==> config.mk <==
export PLATFORM = sky130hd
export DESIGN_NAME = erts_rem
export DESIGN_NICKNAME = d
export VERILOG_FILES = /design/src/sv/erts_pkg.sv /design/src/sv/erts_rem.sv
export SDC_FILE = /design/constraint.sdc
export NUM_CORES = 1
export LEC_CHECK = 0
export ABC_AREA = 1
export BUFFER_PORTS_ARGS = -buffer_cell sky130_fd_sc_hd__buf_2
export CORE_MARGIN = 2
export CORE_UTILIZATION = 44
export DETAILED_ROUTE_END_ITERATION = 8
export PLACE_DENSITY = 0.81
export SKIP_CTS_REPAIR_TIMING = 1
export SYNTH_ARGS = -nofsm -noshare
export SYNTH_HDL_FRONTEND = slang
export SYNTH_SLANG_ARGS = --single-unit
==> constraint.sdc <==
create_clock -name clk -period 1.2 [get_ports clk]
set_clock_uncertainty 0.05 [all_clocks]
set_input_delay 0.18 -clock clk [delete_from_list [all_inputs] [get_ports clk]]
set_output_delay 0.18 -clock clk [all_outputs]
set_load 0.005 [all_outputs]
==> src/sv/erts_pkg.sv <==
// ----------------------------------------------------------------------------
// erts_pkg
// Shared types and constants for the echo reply tracker with RTT statistics.
// ----------------------------------------------------------------------------
package erts_pkg;

	localparam int unsigned SEQ_W      = 32;
	localparam int unsigned TIME_W     = 48;
	localparam int unsigned RTT_W      = 32;
	localparam int unsigned FRAC_BITS  = 8;
	localparam int unsigned MEAN_W     = RTT_W + FRAC_BITS;
	localparam int unsigned DIV_CNT_W  = $clog2(MEAN_W);
	localparam int unsigned HALF_W     = MEAN_W / 2;
	localparam int unsigned PROD_W     = 2 * MEAN_W;
	localparam int unsigned VAR_W      = 64;
	localparam int unsigned VAR_SHIFT  = 2 * FRAC_BITS;

	localparam logic       CMD_SEND   = 1'b0;
	localparam logic       CMD_REPLY  = 1'b1;
	localparam logic [7:0] REPLY_TYPE = 8'd129;

	typedef struct packed {
		logic              cmd;
		logic [TIME_W-1:0] now_ns;
		logic [7:0]        msg_type;
		logic [31:0]       reply_ident;
		logic [SEQ_W-1:0]  reply_seq;
		logic [TIME_W-1:0] sent_ns;
	} req_item_t;

	typedef struct packed {
		logic              kind;
		logic [SEQ_W-1:0]  seq_out;
		logic              is_dup;
		logic [RTT_W-1:0]  rtt_ns;
		logic [31:0]       sent_count;
		logic [31:0]       recv_count;
		logic [31:0]       dup_count;
		logic [MEAN_W-1:0] mean_rtt;
		logic [RTT_W-1:0]  min_rtt;
		logic [RTT_W-1:0]  max_rtt;
		logic [VAR_W-1:0]  var_sum;
	} rsp_item_t;

	typedef struct packed {
		logic [SEQ_W-1:0] seq;
		logic             outstanding;
	} tbl_entry_t;

	typedef struct packed {
		logic rd;
		logic wr;
	} tbl_cmd_t;

	typedef enum logic [2:0] {
		ST_CLEAR,
		ST_IDLE,
		ST_SLOT,
		ST_EVAL,
		ST_STATS,
		ST_DONE
	} ctl_state_t;

	typedef enum logic [2:0] {
		SP_IDLE,
		SP_DIV,
		SP_MEAN,
		SP_ABS,
		SP_MUL,
		SP_ADD,
		SP_VAR
	} stats_state_t;

endpackage

==> src/sv/erts_rem.sv <==
// ----------------------------------------------------------------------------
// erts_rem
// Remainder of a sequence number by the table depth, through registers quo_s1, rem_s2 and slot_q.
// The quotient estimate from a multiply by floor(2^32 / DEPTH) is never above
// the true quotient and at most one below it, so one compare and subtract
// finishes the remainder. Only the low bits of the estimate are needed.
// ----------------------------------------------------------------------------
module erts_rem import erts_pkg::*; #(
	parameter int unsigned DEPTH = 1024
) (
	input  logic                     clk,
	input  logic                     arst_n,
	input  logic                     start,
	input  logic [SEQ_W-1:0]         value,
	output logic                     done,
	output logic [$clog2(DEPTH)-1:0] slot
);

	localparam int unsigned AW = $clog2(DEPTH);
	localparam int unsigned RW = AW + 1;
	localparam logic [RW-1:0]    DIVISOR = RW'(DEPTH);
	localparam logic [SEQ_W-1:0] RECIP   = SEQ_W'((64'd1 << SEQ_W) / 64'(DEPTH));

	logic                   run_q;
	logic                   vld_s1;
	logic                   vld_s2;
	logic                   done_q;
	logic [SEQ_W-1:0]       val_q;
	logic [RW-1:0]          quo_s1;
	logic [RW-1:0]          rem_s2;
	logic [AW-1:0]          slot_q;
	logic [2*SEQ_W-1:0]     prod;
	logic [RW-1:0]          qd_lo;
	logic [RW-1:0]          rem_est;
	logic [RW-1:0]          rem_fix;

	assign prod    = (2*SEQ_W)'(val_q) * (2*SEQ_W)'(RECIP);
	// remainder estimate lies in 0 .. 2*DEPTH-1, so RW bits are exact
	assign qd_lo   = quo_s1 * DIVISOR;
	assign rem_est = val_q[RW-1:0] - qd_lo;
	assign rem_fix = (rem_s2 >= DIVISOR) ? rem_s2 - DIVISOR : rem_s2;

	always_ff @(posedge clk or negedge arst_n) begin
		if (!arst_n) begin
			run_q  <= 1'b0;
			vld_s1 <= 1'b0;
			vld_s2 <= 1'b0;
			done_q <= 1'b0;
		end else begin
			run_q  <= start;
			vld_s1 <= run_q;
			vld_s2 <= vld_s1;
			done_q <= vld_s2;
		end
	end

	always_ff @(posedge clk) begin
		if (start) begin
			val_q <= value;
		end
		if (run_q) begin
			quo_s1 <= prod[SEQ_W +: RW];
		end
		if (vld_s1) begin
			rem_s2 <= rem_est;
		end
		if (vld_s2) begin
			slot_q <= rem_fix[AW-1:0];
		end
	end

	assign done = done_q;
	assign slot = slot_q;

endmodule

==> run_results.csv <==
group,metric,value,unit
status,run_status,"finished, final reports clean",
die,die_w,51.70,um
synthesis,synthMostInstantiatedCell,"edfxtp_1",
pwr,switching_share,0.1708,
finish,multiInputGateArea,0,um^2
synthesis,synth_commonest_cells,"30 x edfxtp_1, 4 x dfrtp_1",
drt,vias,426,
clocking,clock_sinks,34,
placement,place_congestion,0.6462,
critical_path,r2r_cells,0,
synthesis,syn_area,1001,um^2
clocking,cts-buffers-inserted,5,
sta,slew_violations,0,
hold_path,hp-class,"input port to register",
sta,min_period_over_period,0.8748,
global_route,grt_pass1_wl,1317,um
synthesis,async_flop_share,0.1176,
drt,ant_nets,0,
synthesis,synth_edf_count,30,
die,num_io_pins,46,
sta,whs,0.04812,ns
critical_path,slowest_stage,"edfxtp_1",
global_route,gr-total-overflow,0,
synthesis,synth_top_area_cell,"edfxtp_1",
die,core,2191,um^2
die,initial_core_util,0.4569,
run,maxCapViolCount,0,
synthesis,ys_types,2,
pwr,powerDensity,1687,nW/um^2
pwr,switching_power,385.0,uW
die,rows,17,
pwr,internal_power,1.870,mW
critical_path,r2r_end,"rem_s2[1]",
finish,nets,110,
critical_path,path_cells,"buf_2",
sta,finalHoldViolations,0,
critical_path,r2r_start,"vld_s1",
clocking,ctsHtreeMaxLevel,2,
synthesis,yosysWarnings,0,
sta,tns,0,ns
sta,rsz0062_at_grt,"false",
global_route,grt_usage,0.08190,
finish,n_antenna_cell,0,
finish,multi_input_cells,0,
sta,setup_viol,0,
clocking,clock_path_buffers,2,
drt,via_per_inst,4.096,
drt,firstDrtPassIters,2,
synthesis,yosysTopAreaCellShare,0.9000,
global_route,antenna_found_initial,0,
critical_path,rrSetupSlack,0.24,ns
critical_path,crit_arrival,0.82,ns
pwr,seq_power_share,0.623,
finish,synthToLayoutAreaGrowth,33.50,%
critical_path,start_kind,"register",
clocking,clk_latency,0.33,ns
hold_path,min_from,"start",
global_route,grt_pass1_vias,306,
critical_path,max_stage_delay,0.37,ns
drt,drt-total-wl,1039,um
clocking,cts_tree,"done",
synthesis,ys_seq_area_frac,1.000,
drt,drt_iter0_markers,2,
finish,drive_gt1_frac,0.3816,
synthesis,syn_area_per_cell,29.44,um^2
synthesis,syn-num-nets,69,
clocking,path_clk_slew,0.09,ns
die,fp.dieH,51.70,um
synthesis,ys_ff_latch,34,
die,die-area,2672,um^2
pwr,max-vdd-ir-drop,0.001415,V
synthesis,synth_cells,34,
placement,port_buffers,23,
critical_path,crit_family,"flip-flops",
hold_path,min_to,"run_q",
critical_path,endpoint_kind,"output pin",
synthesis,synth_flop_cell,"edfxtp_1",
critical_path,crit_buf_inv,1,
clocking,clk_root_buffer_cell,"clkbuf_4",
pwr,p_clk_frac,0.343,
critical_path,cp_max_fo,1,
drt,remaining_drc_errors,0,
drt,wl_per_cell,9.990,um
hold_path,hold_path_depth,1,
critical_path,critPathRequiredTime,0.97,ns
sta,relSlewSlack,0.7457,
synthesis,synthTopCellsByArea,"edfxtp_1 90%, dfrtp_1 10%",
pwr,combPwrFrac,0.034,
sta,worst_pin_slew,0.3814,ns
finish,post-route-util,0.6099,
pwr,leakage,0.5161,nW
sta,timing.fmax,0.9526,GHz
global_route,grt_max_degree,12,
critical_path,criticalPathCategory,"register to output pin",
sta,min_period,1.050,ns
worst max-delay path by stage:
| stage | start | end | slack (ns) | cells past startpoint |
|---|---|---|---|---|
| 6_report | slot[7] | slot[7] | 0.15 | 1 |
| 5_1_grt | slot[1] | slot[1] | 0.1 | 1 |
| 4_1_cts | slot[7] | slot[7] | 0.13 | 1 |
| 3_5_place_dp | vld_s2 | slot[3] | 0.25 | 0 |
| 3_3_place_gp | vld_s2 | slot[3] | 0.26 | 0 |
| 2_1_floorplan | vld_s1 | rem_s2[0] | 0.31 | 0 |
cells by family (layout without fill, tap and decap cells):
| logic type | after synthesis | in the layout | share of synthesized area |
|---|---|---|---|
| buffers and inverters | 0 | 42 | 0 |
| DFF | 34 | 34 | 1.000 |
cells in the final DEF, fill, tap and decap left out:
cell type,count
edfxtp_1,30
bufinv_16,1
dlygate4sd3_1,11
dfrtp_1,4
clkbuf_1,2
clkbuf_4,5
buf_2,23
sequential cells by signal, indices dropped and copies added (netlist names):
name    flops
val_q      10
vld_s2      1
rem_s2     10
done        1
slot       10
vld_s1      1
run_q       1
cell type report:
type                  count  area, um^2
Sequential cell          34        1001
Fill cell               167       854.6
Timing Repair Buffer     34       225.2
Clock buffer              7       45.04
Tap cell                 28       35.03
Clock inverter            1       30.03
power by group through the flow:
stage	Clock, mW	Sequential, mW	Combinational [mW]
finish	0.772	1.41	0.0769
global route	0.849	1.41	0.0844
CTS	0.797	1.41	0.0501
detailed placement	0	1.43	0.0497
global placement	0	1.43	0.0484
floorplan	0	1.43	0
through the flow:
step	instance area (um^2)	cells	power [mW]	setup WS [ns]
floorplan	1001	34	1.430	0.3066
global placement	1151	85	1.477	0.2639
detailed placement	1151	85	1.482	0.2464
CTS	1226	93	2.253	0.1303
global route	1336	104	2.347	0.09891
finish	1336	104	2.255	0.1502
metal layers:
layer	GRT usage	wire length (um)	up-vias
met4	0.09211	31	0
met5	0	0	-
li1	-	-	215
met2	0.1090	516	26
met1	0.07362	365	182
met3	0.06034	125	3
(Power assumes the default switching activity.)
