**src/sv/erts_pkg.sv**
```systemverilog
// ----------------------------------------------------------------------------
// erts_pkg
// Shared types and constants for the echo reply tracker with RTT statistics.
// ----------------------------------------------------------------------------
package erts_pkg;

	localparam int unsigned SEQ_W      = 32;
	localparam int unsigned TIME_W     = 48;
	localparam int unsigned RTT_W      = 32;
	localparam int unsigned FRAC_BITS  = 8;
	localparam int unsigned MEAN_W     = RTT_W + FRAC_BITS;
	localparam int unsigned DIV_CNT_W  = $clog2(MEAN_W);
	localparam int unsigned HALF_W     = MEAN_W / 2;
	localparam int unsigned PROD_W     = 2 * MEAN_W;
	localparam int unsigned VAR_W      = 64;
	localparam int unsigned VAR_SHIFT  = 2 * FRAC_BITS;

	localparam logic       CMD_SEND   = 1'b0;
	localparam logic       CMD_REPLY  = 1'b1;
	localparam logic [7:0] REPLY_TYPE = 8'd129;

	typedef struct packed {
		logic              cmd;
		logic [TIME_W-1:0] now_ns;
		logic [7:0]        msg_type;
		logic [31:0]       reply_ident;
		logic [SEQ_W-1:0]  reply_seq;
		logic [TIME_W-1:0] sent_ns;
	} req_item_t;

	typedef struct packed {
		logic              kind;
		logic [SEQ_W-1:0]  seq_out;
		logic              is_dup;
		logic [RTT_W-1:0]  rtt_ns;
		logic [31:0]       sent_count;
		logic [31:0]       recv_count;
		logic [31:0]       dup_count;
		logic [MEAN_W-1:0] mean_rtt;
		logic [RTT_W-1:0]  min_rtt;
		logic [RTT_W-1:0]  max_rtt;
		logic [VAR_W-1:0]  var_sum;
	} rsp_item_t;

	typedef struct packed {
		logic [SEQ_W-1:0] seq;
		logic             outstanding;
	} tbl_entry_t;

	typedef struct packed {
		logic rd;
		logic wr;
	} tbl_cmd_t;

	typedef enum logic [2:0] {
		ST_CLEAR,
		ST_IDLE,
		ST_SLOT,
		ST_EVAL,
		ST_STATS,
		ST_DONE
	} ctl_state_t;

	typedef enum logic [2:0] {
		SP_IDLE,
		SP_DIV,
		SP_MEAN,
		SP_ABS,
		SP_MUL,
		SP_ADD,
		SP_VAR
	} stats_state_t;

endpackage

```
**src/sv/erts_stats.sv**
```systemverilog
// ----------------------------------------------------------------------------
// erts_stats
// Running RTT statistics: serial mean divider, split multiplier for the variance sum, min/max.
// ----------------------------------------------------------------------------
module erts_stats import erts_pkg::*; (
	input  logic              clk,
	input  logic              arst_n,
	input  logic              start,
	input  logic [RTT_W-1:0]  rtt,
	input  logic [31:0]       cnt,
	output logic              done,
	output logic [MEAN_W-1:0] mean,
	output logic [RTT_W-1:0]  min_v,
	output logic [RTT_W-1:0]  max_v,
	output logic [VAR_W-1:0]  var_v
);

	stats_state_t         ph_q;
	stats_state_t         ph_d;
	logic [MEAN_W-1:0]    x_q;
	logic                 ge_q;
	logic [MEAN_W-1:0]    b_q;
	logic [MEAN_W-1:0]    dvd_q;
	logic [31:0]          rem_q;
	logic [31:0]          dvs_q;
	logic [DIV_CNT_W-1:0] it_q;
	logic [MEAN_W-1:0]    a_q;
	logic [MEAN_W-1:0]    pp_q;
	logic [1:0]           k_q;
	logic [PROD_W-1:0]    prod_q;
	logic [MEAN_W-1:0]    mean_q;
	logic [RTT_W-1:0]     min_q;
	logic [RTT_W-1:0]     max_q;
	logic [VAR_W-1:0]     var_q;

	logic [MEAN_W-1:0]    x_new;
	logic                 ge_new;
	logic [32:0]          rem_sh;
	logic [32:0]          rem_sub;
	logic                 qbit;
	logic [HALF_W-1:0]    a_half;
	logic [HALF_W-1:0]    b_half;
	logic [PROD_W-1:0]    pp_shift;
	logic [VAR_W:0]       var_sum;

	assign x_new  = {rtt, FRAC_BITS'(0)};
	assign ge_new = x_new >= mean_q;

	assign rem_sh  = {rem_q, dvd_q[MEAN_W-1]};
	assign rem_sub = rem_sh - {1'b0, dvs_q};
	assign qbit    = rem_sh >= {1'b0, dvs_q};

	assign a_half = k_q[0] ? a_q[MEAN_W-1:HALF_W] : a_q[HALF_W-1:0];
	assign b_half = k_q[1] ? b_q[MEAN_W-1:HALF_W] : b_q[HALF_W-1:0];

	always_comb begin
		unique case (k_q)
			2'd0:    pp_shift = PROD_W'(pp_q);
			2'd3:    pp_shift = {pp_q, MEAN_W'(0)};
			default: pp_shift = PROD_W'({pp_q, HALF_W'(0)});
		endcase
	end

	assign var_sum = {1'b0, var_q} + {1'b0, prod_q[PROD_W-1:VAR_SHIFT]};

	// next phase
	always_comb begin
		ph_d = ph_q;
		unique case (ph_q)
			SP_IDLE: if (start) ph_d = SP_DIV;
			SP_DIV:  if (it_q == DIV_CNT_W'(MEAN_W - 1)) ph_d = SP_MEAN;
			SP_MEAN: ph_d = SP_ABS;
			SP_ABS:  ph_d = SP_MUL;
			SP_MUL:  ph_d = SP_ADD;
			SP_ADD:  ph_d = (k_q == 2'd3) ? SP_VAR : SP_MUL;
			SP_VAR:  ph_d = SP_IDLE;
			default: ph_d = SP_IDLE;
		endcase
	end

	always_comb begin
		done = (ph_q == SP_VAR);
	end

	always_ff @(posedge clk or negedge arst_n) begin
		if (!arst_n) begin
			ph_q   <= SP_IDLE;
			mean_q <= '0;
			min_q  <= '1;
			max_q  <= '0;
			var_q  <= '0;
		end else begin
			ph_q <= ph_d;
			if (ph_q == SP_IDLE && start) begin
				if (rtt < min_q) min_q <= rtt;
				if (rtt > max_q) max_q <= rtt;
			end
			if (ph_q == SP_MEAN) begin
				mean_q <= ge_q ? mean_q + dvd_q : mean_q - dvd_q;
			end
			if (ph_q == SP_VAR) begin
				var_q <= var_sum[VAR_W] ? '1 : var_sum[VAR_W-1:0];
			end
		end
	end

	always_ff @(posedge clk) begin
		unique case (ph_q)
			SP_IDLE: begin
				x_q   <= x_new;
				ge_q  <= ge_new;
				b_q   <= ge_new ? x_new - mean_q : mean_q - x_new;
				dvd_q <= ge_new ? x_new - mean_q : mean_q - x_new;
				rem_q <= '0;
				// zero count after wrap divides by one
				dvs_q <= (cnt == '0) ? 32'd1 : cnt;
				it_q  <= '0;
			end
			SP_DIV: begin
				rem_q <= qbit ? rem_sub[31:0] : rem_sh[31:0];
				dvd_q <= {dvd_q[MEAN_W-2:0], qbit};
				it_q  <= it_q + 1'b1;
			end
			SP_ABS: begin
				// new mean lies between old mean and x
				a_q    <= ge_q ? x_q - mean_q : mean_q - x_q;
				prod_q <= '0;
				k_q    <= '0;
			end
			SP_MUL: begin
				pp_q <= a_half * b_half;
			end
			SP_ADD: begin
				prod_q <= prod_q + pp_shift;
				k_q    <= k_q + 1'b1;
			end
			default: begin
			end
		endcase
	end

	assign mean  = mean_q;
	assign min_v = min_q;
	assign max_v = max_q;
	assign var_v = var_q;

endmodule
```
**config.mk**
```make
export PLATFORM = sky130hd
export DESIGN_NAME = erts_stats
export DESIGN_NICKNAME = d
export VERILOG_FILES = /design/src/sv/erts_pkg.sv /design/src/sv/erts_stats.sv
export SDC_FILE = /design/constraint.sdc
export NUM_CORES = 2
export LEC_CHECK = 0
export ABC_AREA = 1
export BUFFER_PORTS_ARGS = -buffer_cell sky130_fd_sc_hd__buf_2
export CAP_MARGIN = 20
export CELL_PAD_IN_SITES_DETAIL_PLACEMENT = 1
export CELL_PAD_IN_SITES_GLOBAL_PLACEMENT = 1
export CORE_MARGIN = 2
export CORE_UTILIZATION = 35
export DETAILED_ROUTE_END_ITERATION = 6
export PLACE_DENSITY_LB_ADDON = 0.2
export SLEW_MARGIN = 20
export SYNTH_ARGS = -nofsm -noshare
export SYNTH_HDL_FRONTEND = slang
export SYNTH_SLANG_ARGS = --single-unit
```
**constraint.sdc**
```tcl
create_clock -name clk -period 8.1 [get_ports clk]
set_clock_uncertainty 0.15 [all_clocks]
set_input_delay 0.405 -clock clk [delete_from_list [all_inputs] [get_ports clk]]
set_output_delay 0.405 -clock clk [all_outputs]
set_load 0.05 [all_outputs]
```
==> results.toml <==
[outcome]
status = "finished clean"

[critical_path]
cp.arrival_ns = 7.98
cp_max_fo = 21
cpMostUsedCell = "fa_1"
crit_buf_inv = 5
cp_cell_sequence = "inv_1, or2_2, o21ai_1, inv_1, nand2_1, fa_1, fa_1, fa_1, inv_1, fa_1, fa_1, fa_1, inv_1, fa_1, inv_1, ha_1, nand2_1, o21ai_0, a21oi_1, o21ai_0, a21oi_1, nand3_1, nand2_1"
crit_path_max_incr_delay_ns = 0.60
reg2reg_setup_slack_ns = 0.44
crit_type = "reg -> reg"
cp_top_family = "adder cells"
start_kind = "flop"
r2r_cells = 23
cp-end-kind = "flop"
path_depth = 23
crit_start = "k_q[0]"
worstReg2RegEnd = "pp_q[32]"
timing.rr.start = "k_q[0]"
cpMaxStageDelayCell = "fa_1"
required_ns = 8.42

[sta]
relSlewSlack = 0.2264
fin_crit_ns = 7.660
tightest_slew_ns = 1.156
fmaxAchievable_mhz = 130.5
slew_violations = 0
setup_viol = 0
rsz0062_at_grt = "no"
finalCritPeriodShare = 0.9457
tns_ns = 0
hold_viol_final = 0

[floorplanning]
die-area_sq_um = 182800
rows = 155
start_util = 0.3519
ios = 236
core_sq_um = 178400
die_h_um = 427.5
die_width_um = 427.5

[cts]
postCtsSetupRepairBufs = 0
clkTransAtPathRegs_ns = 0.06
cts_buffers = 76
clkSinkCount = 516
clock_path_buffers = 3
cts_resized = 0
cts_root_buf = "clkbuf_16"
cts_hold_buf = 66
clk_latency_ns = 0.74
cts_tree = "done"
htreeDepth = 3

[synthesis]
syn_avg_cell_area_sq_um = 6.681
async_reset_ff_frac = 0.3314
synth_cell_types = 56
yosys.area.top_type_share = 0.1707
netlist.top_cell.by_area = "nand2_1"
synth_sequential_area_ratio = 0.2338
ys_ff_latch = 516
synthTopCellsByArea = "nand2_1, edfxtp_1, ha_1, inv_1, fa_1"
syn_area_sq_um = 62780
ys.flop_type = "edfxtp_1"
synth_edf_count = 345
synth.cells.most_frequent = "nand2_1, inv_1, nor2_1"
synth.most_common_cell = "nand2_1"
synth-warning-count = 0
syn_nets = 10350
syn-instance-count = 9397

[job]
maxCapViolCount = 0

[route]
wire_per_inst_um = 22.33
drtIter0Drc = 3427
vias_per_cell = 5.139
drt-pass1-iter-count = 5
ant_nets = 0
dr_total_vias = 62030
drt-total-wl_um = 269600
drc = 0

[grt]
grt_max_degree = 118
grt_pass1_wl_um = 404600
grt_pass1_vias = 64900
antenna_found_initial = 4
grt_overflow = 0
track_usage = 0.2934

[place]
hpwl_um = 227500
port_buffers = 235
gp_congestion = 0.9558

[cells_and_area]
nets = 10600
area_growth_pct = 11.59
drive_above_1_share = 0.06958
fill_cells = 23030

[hold_path]
hp-class = "in -> async"
==> cell usage in the layout, fill, tap and decap left out, types with 30 or more instances in the layout <==
cell type      Yosys  final
a21oi_1          515    515
buf_2             36    234
buf_4              2     82
clkbuf_16          0     77
dfrtp_1          139    139
dfstp_2           32     32
dlygate4sd3_1      0     66
edfxtp_1         345    345
fa_1             326    326
ha_1             555    555
inv_1           1750   1749
nand2_1         2855   2853
nand2_2           36     38
nand3_1          436    436
nand4_1           63     63
nor2_1          1081   1075
nor3_1            67     66
o21a_1            30     30
o21ai_0          317    310
o21ai_1           37     41
o21bai_1          48     48
o22ai_1           40     40
or2_2             67     67
xnor2_1           75     75
xor2_1           140    140
==> worst max path at each step <==
| stage | end | slack [ns] |
|---|---|---|
| after global placement | pp_q[36] | 0.57 |
| after CTS | pp_q[32] | 0.42 |
| final | pp_q[32] | 0.44 |
| after detailed placement | pp_q[36] | 0.44 |
| after floorplan | ph_q[2] | 0.86 |
| after global routing | pp_q[36] | 0.04 |
==> logic make-up after synthesis <==
family | share of synthesized area
muxes | 0.0006378
DFF | 0.2338
adders and majority gates | 0.2146
buffers and inverters | 0.1208
xor gates and xnor gates | 0.02999
and+or+nand+nor | 0.3047
AOI/OAI and AO/OA | 0.09552
==> per-layer routing <==
layer / up-vias / track usage / routed length, um
met5: - / 0 / 13
met4: 2 / 0.1249 / 13180
met3: 386 / 0.02857 / 9337
met2: 1222 / 0.5096 / 130900
met1: 30670 / 0.3698 / 116100
li1: 29760 / - / -
==> layout make-up <==
type | count | area (sq um) | area share
Sequential cell | 516 | 14680 | 0.2095
Timing Repair Buffer | 384 | 2481 | 0.03542
Multi-Input combinational cell | 6900 | 40630 | 0.5799
Inverter | 1774 | 6659 | 0.09505
Antenna cell | 1 | 2.502 | 0.00003572
Tap cell | 2355 | 2947 | 0.04206
Clock buffer | 88 | 1988 | 0.02838
Clock inverter | 53 | 676.9 | 0.009662
==> worst register-to-register path: stages, from the launching register on <==
cell and delay, ns:
edfxtp_1 0.34, inv_1 0.24, or2_2 0.36, o21ai_1 0.58
inv_1 0.32, nand2_1 0.18, fa_1 0.43, fa_1 0.49
fa_1 0.52, inv_1 0.05, fa_1 0.48, fa_1 0.56
fa_1 0.60, inv_1 0.07, fa_1 0.53, inv_1 0.04
ha_1 0.36, nand2_1 0.14, o21ai_0 0.34, a21oi_1 0.14
o21ai_0 0.21, a21oi_1 0.12, nand3_1 0.10, nand2_1 0.05
==> through the flow <==
stage / cells / worst slack [ns] / cell area (sq um) / utilization / hold WS, ns
2_1_floorplan: 9397 / 0.8591 / 62780 / - / -0.04059
3_3_place_gp: 11860 / 0.5651 / 66730 / 0.3740 / 0.2902
3_5_place_dp: 11860 / 0.4377 / 66730 / 0.3740 / 0.2986
4_1_cts: 12070 / 0.4176 / 70050 / 0.3926 / 0.05578
5_1_grt: 12070 / 0.03975 / 70060 / 0.3926 / 0.1090
6_report: 12070 / 0.4398 / 70060 / 0.3927 / 0.1047
==> sequential cells by signal (all words and copies together), names as in the netlist <==
signal  cells
dvs_q      32
mean       40
prod_q     80
pp_q       40
ge_q        1
min_v      32
b_q        40
a_q        40
max_v      32
k_q         2
rem_q      32
var_v      64
x_q        32
dvd_q      40
it_q        6
ph_q        3
Power is left out: the tool's default activity adds up to more than one toggle a clock period on the data nets, which glitch-free logic cannot reach.
